File: src/rtl/gmr_ram.sv
module gmr_ram #(
  parameter int WIDTH = 8,
  parameter int DEPTH = 256
) (
  input  logic                     clk_i,
  input  logic                     we_i,
  input  logic [$clog2(DEPTH)-1:0] waddr_i,
  input  logic [WIDTH-1:0]         wdata_i,
  input  logic [$clog2(DEPTH)-1:0] raddr_i,
  output logic [WIDTH-1:0]         rdata_o
);

  logic [WIDTH-1:0] mem_q [DEPTH];
  logic [WIDTH-1:0] rdata_q;

  // one write port, one registered read port
  always_ff @(posedge clk_i) begin
    if (we_i) begin
      mem_q[waddr_i] <= wdata_i;
    end
    rdata_q <= mem_q[raddr_i];
  end

  assign rdata_o = rdata_q;

endmodule

File: config.mk
export PLATFORM = sky130hd
export DESIGN_NAME = gmr_ram
export DESIGN_NICKNAME = d
export VERILOG_FILES = /design/src/rtl/gmr_ram.sv
export SDC_FILE = /design/constraint.sdc
export NUM_CORES = 2
export LEC_CHECK = 0
export BUFFER_PORTS_ARGS = -buffer_cell sky130_fd_sc_hd__buf_2
export CAP_MARGIN = 25
export CORE_ASPECT_RATIO = 0.7
export CORE_UTILIZATION = 63
export CTS_BUF_LIST = sky130_fd_sc_hd__clkbuf_8 sky130_fd_sc_hd__clkbuf_16
export CTS_CLUSTER_DIAMETER = 150
export CTS_CLUSTER_SIZE = 40
export DETAILED_ROUTE_END_ITERATION = 8
export PLACE_DENSITY = 0.85
export SLEW_MARGIN = 20
export SYNTH_ARGS = -nofsm -noshare
export SYNTH_HDL_FRONTEND = slang
export SYNTH_SLANG_ARGS = --single-unit
File: constraint.sdc
create_clock -name clk_i -period 2.79 [get_ports clk_i]
set_input_delay 0.4185 -clock clk_i [delete_from_list [all_inputs] [get_ports clk_i]]
set_output_delay 0.4185 -clock clk_i [all_outputs]
set_load 0.02 [all_outputs]
**Yosys cells after proc, flatten, opt, wreduce, memory -nomap -nowiden**

Memory sizes are Yosys's and may differ from the RTL's. A register that Yosys moved wholly into a read port is not among the register bits.
Cells that the tools add are included.

- Memory bits (read-only): 0
- Memories kept: 1
- Output and inout bits: 8
- RAM bits: 2048
- Logic and storage cells: 3
- Bits of input ports: 26
- Bits in registers: 0
- Latch bits: 0

- Add/subtract/negate cells: 0
- Magnitude comparators: 0
- Shifts and indexed selects: 0
- Mux-type cells: 2
- Bitwise logic cells: 0
- Eq/ne operators: 0
- Reduce and logical (&&, ||, !) cells: 0
- Multiply operators: 0
- Div/mod/pow operators: 0

Memories:

| name | depth | width | rd ports | clocked after Yosys merged registers in | write ports | RTL line | RTL |
|---|---|---|---|---|---|---|---|
| mem_q | 256 | 8 | 1 | 1 | 1 | 13 | `logic [WIDTH-1:0] mem_q [DEPTH];` |

Operator list:

| kind | count |
|---|---|
| $mux W1 | 2 |

**Depth between registers and ports, before layout**

- Word-level depth: 2
- Depth in mapped cells: 11
- Depth with buffers taken out: 6

**Least setup slack after synthesis**

OpenSTA, ideal clock, no wires.

- Kind: input -> register
- Start point: in raddr_i[0]
- End point: reg rdata_q[2] (netlist: rdata_o[2]) (read register of mem_q)
- Buffers on the path: 4
- Cell stages on the path: 9
- Path slack: 0.434 ns
- Library setup time: 0.131 ns
- Arrival: 2.225 ns
- Cell sequence: buf_6 -> buf_12 -> buf_8 -> buf_2 -> mux4_2 -> a22oi_1 -> a21oi_1 -> nor4_1 -> nor4_2

RTL lines:

| element | RTL line | RTL |
|---|---|---|
| from (decl) | 9 | `input logic [$clog2(DEPTH)-1:0] raddr_i,` |
| to (decl) | 14 | `logic [WIDTH-1:0] rdata_q;` |

==> qor.yml <==
clocking:
  cts.hold.buffers_added: 0
  cts_tree: "built"
  clock-sinks: 2056
  cts_buffer_depth: 3
  cts_buffers: 57
  worstSkewPairLatency_ns: 0.76
  cts_root_buf: "clkbuf_16"
  cts_setup_buffers: 0
  clk_pin_slew_ns: 0.14
  htree_levels: 2
timing:
  slew_headroom: 0.3434
  setup_ws_ns: 0.04006
  period_minus_slack_ns: 2.750
  worst_pin_slew_ns: 0.9759
  fmax_mhz: 363.6
  period_share: 0.9856
  setup_viol: 0
  rsz0062_at_grt: "false"
  hold_viol: 0
  finalMaxSlewViolations: 0
  fin_skew_ns: 0.05424
pwr:
  power_density_nw_per_um2: 569.3
  peakVddDrop_v: 0.0005308
  totalPowerFinal_mw: 50.06
  power.leakage_nw: 27.94
place:
  pre_cts_slack_ns: -0.5922
  port_buffers: 33
  dpl.cell_count: 5832
  place_congestion: 0.9165
  dp_hpwl_um: 137900
synth:
  ys.flop_type: "edfxtp_1"
  netlist_area_um2: 79560
  ys_async_sr_fraction: 0
  synth_edf_count: 2048
  ys_seq_elements: 2056
  synthTopCellsByArea: "edfxtp_1 (77%), mux4_2 (13%), mux2i_1 (1.7%), nor2_1 (1.3%), a22oi_1 (1.3%)"
  yosys.area.top_type: "edfxtp_1"
  yosys.cell_types.count: 55
  synth-seq-area-share: 0.7750
  yosys_warnings: 0
  yosysTopAreaCellShare: 0.7730
  syn_nets: 3759
  syn_inst: 3733
  syn_area_per_cell_um2: 21.31
worst_setup_path:
  required_ns: 3.43
  crit_buf_inv: 1
  path_delay_family: "simple AND/OR/NAND/NOR gates"
  cp-end-kind: "flop"
  startpoint_type: "flop"
  critPathKind: "flop to flop"
  path_max_fanout: 1
  crit_top_cell: "nor4_1"
  slowest_stage: "nor4_1"
  crit_arrival_ns: 3.39
  crit_chain: "mux4_2 > a22oi_1 > a31oi_1 > nor4_1 > buf_4 > nor4_1"
  slowest_delay_ns: 0.88
cells_and_area:
  syn_to_final_growth_pct: 10.53
  drive_gt1_frac: 0.2852
  nNetsFinal: 4267
  instances_no_fill: 5927
hold_path:
  min_path_type: "input pin to flop"
grt:
  grt_use_total: 0.3333
  grt_pass1_wl_um: 301100
  grt_max_degree: 112
  grt_pass1_vias: 42420
  antenna_found_initial: 11
  grt_overflow: 0
floorplanning:
  ioPinCount: 34
  die_h_um: 299.3
  die-width_um: 426.7
  row_count: 108
  initial_utilization: 0.6385
  die_area_um2: 127700
  core_um2: 124600
detailed_routing:
  drtIter0Drc: 8284
  drtPass1Iterations: 9
  vias_per_cell: 7.251
  route.detailed.drc: 0
  drtAntennaViolNets: 0
  vias: 42980
  wl_per_cell_um: 35.59
  wirelength_um: 210900
job:
  drv_cap: 0
outcome:
  status: "finished, final reports clean"
Yosys cell counts (all sizes together) (5+ instances only):
master	n
nand4	10
a221oi	14
a22o	8
a22oi	133
mux4	456
nor4	27
nand2	33
and2	6
o21ai	12
o32ai	5
buf	122
nor3	22
edfxtp	2048
o22ai	28
a211oi	16
mux2i	134
dfxtp	8
o221ai	47
nor2b	31
a21oi	96
nor2	282
nand2b	8
nand3	34
a2111oi	5
o211ai	10
clkbuf	111
o22a	5
repair_timing:
action / in CTS / in global routing
resized for setup: 0 / 1
setup endpoints to repair: 0 / 1
hold endpoints to repair: 0 / 0
sequential cells by signal, summed over array words and instances, names as in the netlist:
register	flops
rdata_o	8
mem_q	2048
cell type report:
type | count | area [um^2]
timing repair buffer | 682 | 6093
fill | 6725 | 36660
inverter | 2 | 7.507
antenna | 10 | 25.02
multi-input combinational | 1442 | 16480
clock buffer | 59 | 1476
sequential | 2056 | 61660
tap | 1650 | 2064
clock inverter | 26 | 128.9
kinds of logic after synthesis:
logic type             count (synthesis)  synth area share
flip-flops                          2056            0.7750
multiplexers                         591            0.1462
AND/OR/NAND/NOR                      466           0.02628
buffers and inverters                235           0.01831
AO/OA/AOI/OAI                        385           0.03419
placed cells by master, fill, tap and decap left out, types with 4 or more instances in the layout:
cell type  netlist  layout
a211oi_1        16      16
a21oi_1         96      96
a221oi_1        13      12
a22o_1           8       8
a22oi_1        133     133
and2_1           6       6
buf_12           8      77
buf_2           31      22
buf_4           27     573
clkbuf_16        0      59
clkbuf_8         0       8
dfxtp_1          8       8
diode_2          0      10
edfxtp_1      2048    2048
inv_1            1      25
mux2i_1        134     134
mux4_2         454     454
nand2_1         33      33
nand2b_1         8       8
nand3_1         34      34
nand4_1         10      10
nor2_1         282     279
nor2b_1         31      28
nor3_1          22      22
nor4_1          24      24
o211ai_1        10      10
o21ai_0         10      10
o221ai_1        46      46
o22a_1           5       5
o22ai_1         28      28
o32ai_1          4       4
or2_2            4       4
stage by stage:
stage                     TNS [ns]  cell area, um^2  utilization  hold slack [ns]
after floorplan                  0            79560            -           0.5174
after global placement      -2.356            86300       0.6926           0.8895
after detailed placement    -3.230            86300       0.6926           0.8798
after CTS                        0            87900       0.7055           0.1505
after global routing             0            87910       0.7056           0.1607
final                            0            87930       0.7058           0.1684
where the power goes:
group | switching [mW] | internal [mW] | total, mW
registers | 0.0646 | 34.0 | 34.1
logic | 2.26 | 1.41 | 3.67
clock network | 8.43 | 3.90 | 12.3
metal layers:
metal	global-route usage	vias up	part of all wire
met3	0.1107	692	0.17
met2	0.5008	4182	0.46
met5	0	-	0.00038
met4	0.1214	12	0.047
li1	-	16530	-
met1	0.4637	21560	0.33
path summary, 6_finish.rpt:
check                     start       endpoint  slack (ns)  cells past startpoint
hold reg to reg    mem_q[40][3]     rdata_o[3]        1.09                      7
hold / removal       wdata_i[5]  mem_q[207][5]        0.17                      1
setup reg to reg  mem_q[191][3]     rdata_o[3]        0.04                      6
setup / recovery  mem_q[191][3]     rdata_o[3]        0.04                      6
Power figures use the tool's default switching activity.
