`src/rtl/gmr_pkg.sv`:
```
package gmr_pkg;

  // grid dimensions, fixed by the port widths
  localparam int MaxLevels = 8;
  localparam int MaxSide   = 32;

  // commands
  typedef enum logic [1:0] {
    CMD_WRITE  = 2'd0,
    CMD_SEARCH = 2'd1,
    CMD_READ   = 2'd2,
    CMD_CLEAR  = 2'd3
  } cmd_e;

  // cell kinds
  typedef enum logic [2:0] {
    KIND_OPEN   = 3'd0,
    KIND_WALL   = 3'd1,
    KIND_START  = 3'd2,
    KIND_HANGAR = 3'd3,
    KIND_ELEV   = 3'd4
  } kind_e;

  // moves, used for arrival moves and path marks
  typedef enum logic [2:0] {
    MOVE_NONE = 3'd0,
    MOVE_N    = 3'd1,
    MOVE_E    = 3'd2,
    MOVE_S    = 3'd3,
    MOVE_W    = 3'd4,
    MOVE_ELEV = 3'd5
  } move_e;

  // configuration register indexes
  typedef enum logic [1:0] {
    REG_LEVEL_COUNT = 2'd0,
    REG_GRID_SIZE   = 2'd1,
    REG_ORDER_MODE  = 2'd2
  } reg_e;

  // sequencer states
  typedef enum logic [3:0] {
    ST_SWEEP,
    ST_IDLE,
    ST_READ,
    ST_START,
    ST_POP,
    ST_POP_WAIT,
    ST_CUR,
    ST_NB,
    ST_NB_CHK,
    ST_EL,
    ST_EL_CHK,
    ST_FIN,
    ST_FIN_CHK,
    ST_TR_RD,
    ST_TR_CHK
  } state_e;

  // work list control
  typedef struct packed {
    logic clear;
    logic push;
    logic pop;
    logic front;
  } wl_ctrl_t;

  localparam int KindW = 3;
  localparam int MoveW = 3;
  localparam int PathW = 6;

  // move that leads back to the cell a step came from
  function automatic move_e opposite(input move_e m);
    move_e r;
    case (m)
      MOVE_N:  r = MOVE_S;
      MOVE_S:  r = MOVE_N;
      MOVE_E:  r = MOVE_W;
      MOVE_W:  r = MOVE_E;
      default: r = MOVE_NONE;
    endcase
    return r;
  endfunction

endpackage

```
`src/rtl/gmr_step.sv`:
```
module gmr_step
  import gmr_pkg::*;
#(
  parameter int SW  = 5,
  parameter int SDW = 6
) (
  input  logic [SW-1:0]  row_i,
  input  logic [SW-1:0]  col_i,
  input  move_e          dir_i,
  input  logic [SDW-1:0] side_i,
  output logic           valid_o,
  output logic [SW-1:0]  row_o,
  output logic [SW-1:0]  col_o
);

  // neighbor coordinate and bounds check for one move
  always_comb begin
    valid_o = 1'b0;
    row_o   = row_i;
    col_o   = col_i;
    case (dir_i)
      MOVE_N: begin
        valid_o = (row_i != '0);
        row_o   = row_i - SW'(1);
      end
      MOVE_E: begin
        valid_o = (32'(col_i) + 32'd1) < 32'(side_i);
        col_o   = col_i + SW'(1);
      end
      MOVE_S: begin
        valid_o = (32'(row_i) + 32'd1) < 32'(side_i);
        row_o   = row_i + SW'(1);
      end
      MOVE_W: begin
        valid_o = (col_i != '0);
        col_o   = col_i - SW'(1);
      end
      default: valid_o = 1'b0;
    endcase
  end

endmodule

```
`config.mk`:
```
export PLATFORM = sky130hd
export DESIGN_NAME = gmr_step
export DESIGN_NICKNAME = d
export VERILOG_FILES = /design/src/rtl/gmr_pkg.sv /design/src/rtl/gmr_step.sv
export SDC_FILE = /design/constraint.sdc
export NUM_CORES = 1
export LEC_CHECK = 0
export BUFFER_PORTS_ARGS = -buffer_cell sky130_fd_sc_hd__buf_2
export CAP_MARGIN = 20
export CORE_UTILIZATION = 41
export DETAILED_ROUTE_END_ITERATION = 7
export PLACE_DENSITY = 0.74
export REMOVE_ABC_BUFFERS = 1
export SLEW_MARGIN = 20
export SYNTH_ARGS = -nofsm -noshare
export SYNTH_HDL_FRONTEND = slang
export SYNTH_SLANG_ARGS = --single-unit
export TNS_END_PERCENT = 100
```
`constraint.sdc`:
```
create_clock -name vclk -period 2.47
set_clock_uncertainty 0.1 [all_clocks]
set_input_delay 0 -clock vclk [all_inputs]
set_output_delay 0 -clock vclk [all_outputs]
set_load 0.01 [all_outputs]
```
Word-level counts from Yosys, hierarchy flattened
Cells that the tools add are included.
Storage, ports and cells
  register bits after elaboration: 0
  output and inout bits: 11
  logic and storage cells: 17
Cells by class
  $add $sub $neg: 6
  order comparisons: 2
  eq/ne operators: 4
  mux-type cells: 3
  reductions and logical operators: 2
Operators by type and width (number)
  $pmux 5 s2: 2
  $add 5x1->6 const B: 2
  $lt 6x6->1: 2
  $add 5x1->5 const B: 2
  $reduce_bool 5->1: 2
  $sub 5x1->5 const B: 2
  $eq 3x2->1 const B: 2
  $pmux 1 s4: 1
  $eq 3x1->1 const B: 1
  $eq 3x3->1 const B: 1

Depth between registers and ports, before layout
  depth after elaboration: 3
  mapped depth: 9
  depth with buffers taken out: 8

Least setup slack after synthesis
No wires, ideal clock.
  kind: input-to-output
  from: in dir_i[1]
  to: out col_o[4]
  arrival time: 1619 ps
  data required time: 2370 ps
  slack: 751 ps
  stages on the path: 8
  path through: buf_2 > nand2b_1 > nor2_1 > ha_1 > a21o_1 > a21oi_1 > mux2i_1 > xnor2_1
On the way
  word-level cells in the longest chain between the ends: 2
  elaborated cells on any way between the ends: 3
Ends and longest elaborated chain
  start, declared: line gmr_step.sv:9  | input move_e dir_i,
  $eq 3x3->1 / $eq 3x2->1 (equally long branches): line gmr_step.sv:21  | case (dir_i)
  $pmux 5 s2 *: line gmr_step.sv:21
  end, declared: line gmr_step.sv:13  | output logic [SW-1:0] col_o
Every way passes the cells marked *; elsewhere a longest branch is shown, timed or not.

Worst setup path after layout
Same ends and word-level chain as after synthesis.

==> impl_metrics.env <==
export IMPL_status="complete, no violations"
export IMPL_slew_headroom=0.722
export IMPL_final_hold_viol_count=0
export IMPL_antenna_left=0
export IMPL_hp_class="in -> out"
export IMPL_syn_area_per_cell_um2=7.52
export IMPL_fin_nets=183
export IMPL_drc=0
export IMPL_rsz0062_at_grt="false"
export IMPL_seqCellArea_um2=0
export IMPL_p_seq_frac=0
export IMPL_routed_wl_mm=1.85
export IMPL_die_h_um=47.1
export IMPL_vias_per_cell=5.16
export IMPL_combPwrFrac=1.000
export IMPL_die_area_um2=2220
export IMPL_grt_pass1_vias=699
export IMPL_dp_cells=165
export IMPL_hpwl_mm=1.60
export IMPL_report_final_setup_viol=0
export IMPL_finalCritPeriodShare=0.804
export IMPL_routabilityCongestion=0.783
export IMPL_drv_cap=0
export IMPL_synth_top_cell_area_share=0.300
export IMPL_cts_resized=0
export IMPL_pwr_share_clk=0
export IMPL_synthCells=111
export IMPL_p_per_area_nw_per_um2=181
export IMPL_vdd_drop_max_mv=0.106
export IMPL_critPathMaxFanout=9
export IMPL_end_kind="primary output"
export IMPL_yosys_warnings=0
export IMPL_worstPathRequired_ns=2.37
export IMPL_ios=30
export IMPL_swShare=0.538
export IMPL_die_w_um=47.1
export IMPL_track_usage=0.179
export IMPL_yosysSeqAreaShare=0
export IMPL_vias=851
export IMPL_first_iter_violations=6
export IMPL_tightest_slew_ns=0.416
export IMPL_port_buffers=30
export IMPL_internal_power_w=0.0000847
export IMPL_rows=15
export IMPL_drv_slew=0
export IMPL_switching_power_w=0.0000988
export IMPL_crit_arrival_ns=1.89
export IMPL_grt_max_degree=10
export IMPL_fmax_mhz=503
export IMPL_cp_start_kind="primary input"
export IMPL_clkbuf_count=0
export IMPL_whs_ns=0.260
export IMPL_worstHoldStart="col_i[4]"
export IMPL_synth_distinct_cells=32
export IMPL_yosys_top_cells_area="ha_1 30%, xnor2_1 9.4%, inv_1 5.4%"
export IMPL_total_power_w=0.000183
export IMPL_grt_overflow=0
export IMPL_mostFrequentLayoutCell="buf_2"
export IMPL_flops_and_latches=0
export IMPL_grt_antenna_before_repair=0
export IMPL_fin_tns_setup_ns=0
export IMPL_first_pass_iters=4
export IMPL_cts_hold_buf=0
export IMPL_fin_cells=165
export IMPL_startpoint="dir_i[1]"
export IMPL_layout_common_cells="30 x buf_2, 20 x ha_1, 12 x inv_1"
export IMPL_core_area_um2=1820
export IMPL_syn_cell_area_um2=835
export IMPL_synthToLayoutAreaGrowth_pct=21.1
export IMPL_drive_above_1_share=0.243
export IMPL_wl_per_cell_um=11.2
export IMPL_grt_pass1_wl_mm=2.99
export IMPL_postCtsSetupBuffers=0
export IMPL_p_leak_nw=0.539
export IMPL_worst_hold_path_endpoint="col_o[4]"
export IMPL_hold_path_cell_count=3
export IMPL_worstSetupPathType="in -> out"
export IMPL_layout_min_cycle_time_ns=1.99
export IMPL_initial_utilization=0.458
export IMPL_diodes=0
export IMPL_synth_top_area_cell="ha_1"
-- synthesized netlist by cell type, types with 3 or more instances --
cell / number
a21o_1: 5
nand2b_1: 3
nor2_1: 7
a21oi_1: 5
xnor2_1: 9
nand2_1: 8
inv_1: 12
o2111ai_1: 4
ha_1: 20
nand3_1: 6
xor2_1: 3
o21ai_0: 4
-- per-stage QoR --
step	instance area [µm²]	util	setup slack, ns
floorplan	822	-	0.834
global placement	1010	0.555	0.537
detailed placement	1010	0.555	0.495
CTS	1010	0.555	0.486
global route	1010	0.555	0.386
finish	1010	0.555	0.483
-- power groups by stage --
stage	Clock (W)	Sequential [W]	Combinational [W]
after floorplan	0	0	0.000116
after global placement	0	0	0.000178
after detailed placement	0	0	0.000185
after CTS	0	0	0.000185
after global routing	0	0	0.000207
final	0	0	0.000183
-- routing by layer --
metal | track usage | up-vias | part of all wire | wire length [µm]
li1 | - | 460 | - | -
met1 | 0.259 | 382 | 0.50 | 930
met2 | 0.317 | 9 | 0.48 | 895
met3 | 0 | 0 | 0.011 | 20
met4 | 0 | 0 | 0 | 0
met5 | 0 | - | 0 | 0
-- cell families (layout without fill, tap and decap cells) --
kind of cell,after synthesis,count (layout),share of synthesized area
and+or+nand+nor,31,31,0.183
AOI/OAI and AO/OA,30,30,0.249
buffers and inverters,14,43,0.0690
adders and majority gates,22,22,0.348
xor gates and xnor gates,12,12,0.126
muxes,2,2,0.0255
-- how the worst max path moves through the flow --
stage,cells past startpoint,end
finish,9,col_o[4]
global route,9,col_o[4]
CTS,9,col_o[4]
detailed placement,9,col_o[4]
global placement,9,col_o[4]
floorplan,6,row_o[4]
-- worst max-delay path, cell delays in order --
cell,delay [ns]
buf_2,0.15
nand2b_1,0.18
nor2_1,0.34
ha_1,0.35
a21o_1,0.19
a21oi_1,0.17
mux2i_1,0.23
xnor2_1,0.14
buf_2,0.15
-- cell type report --
cell class | instances | area, µm²
Fill cell | 178 | 810
Tap cell | 25 | 31.3
Multi-Input combinational cell | 97 | 777
Inverter | 12 | 45.0
Timing Repair Buffer | 31 | 158
(Power assumes the default switching activity.)
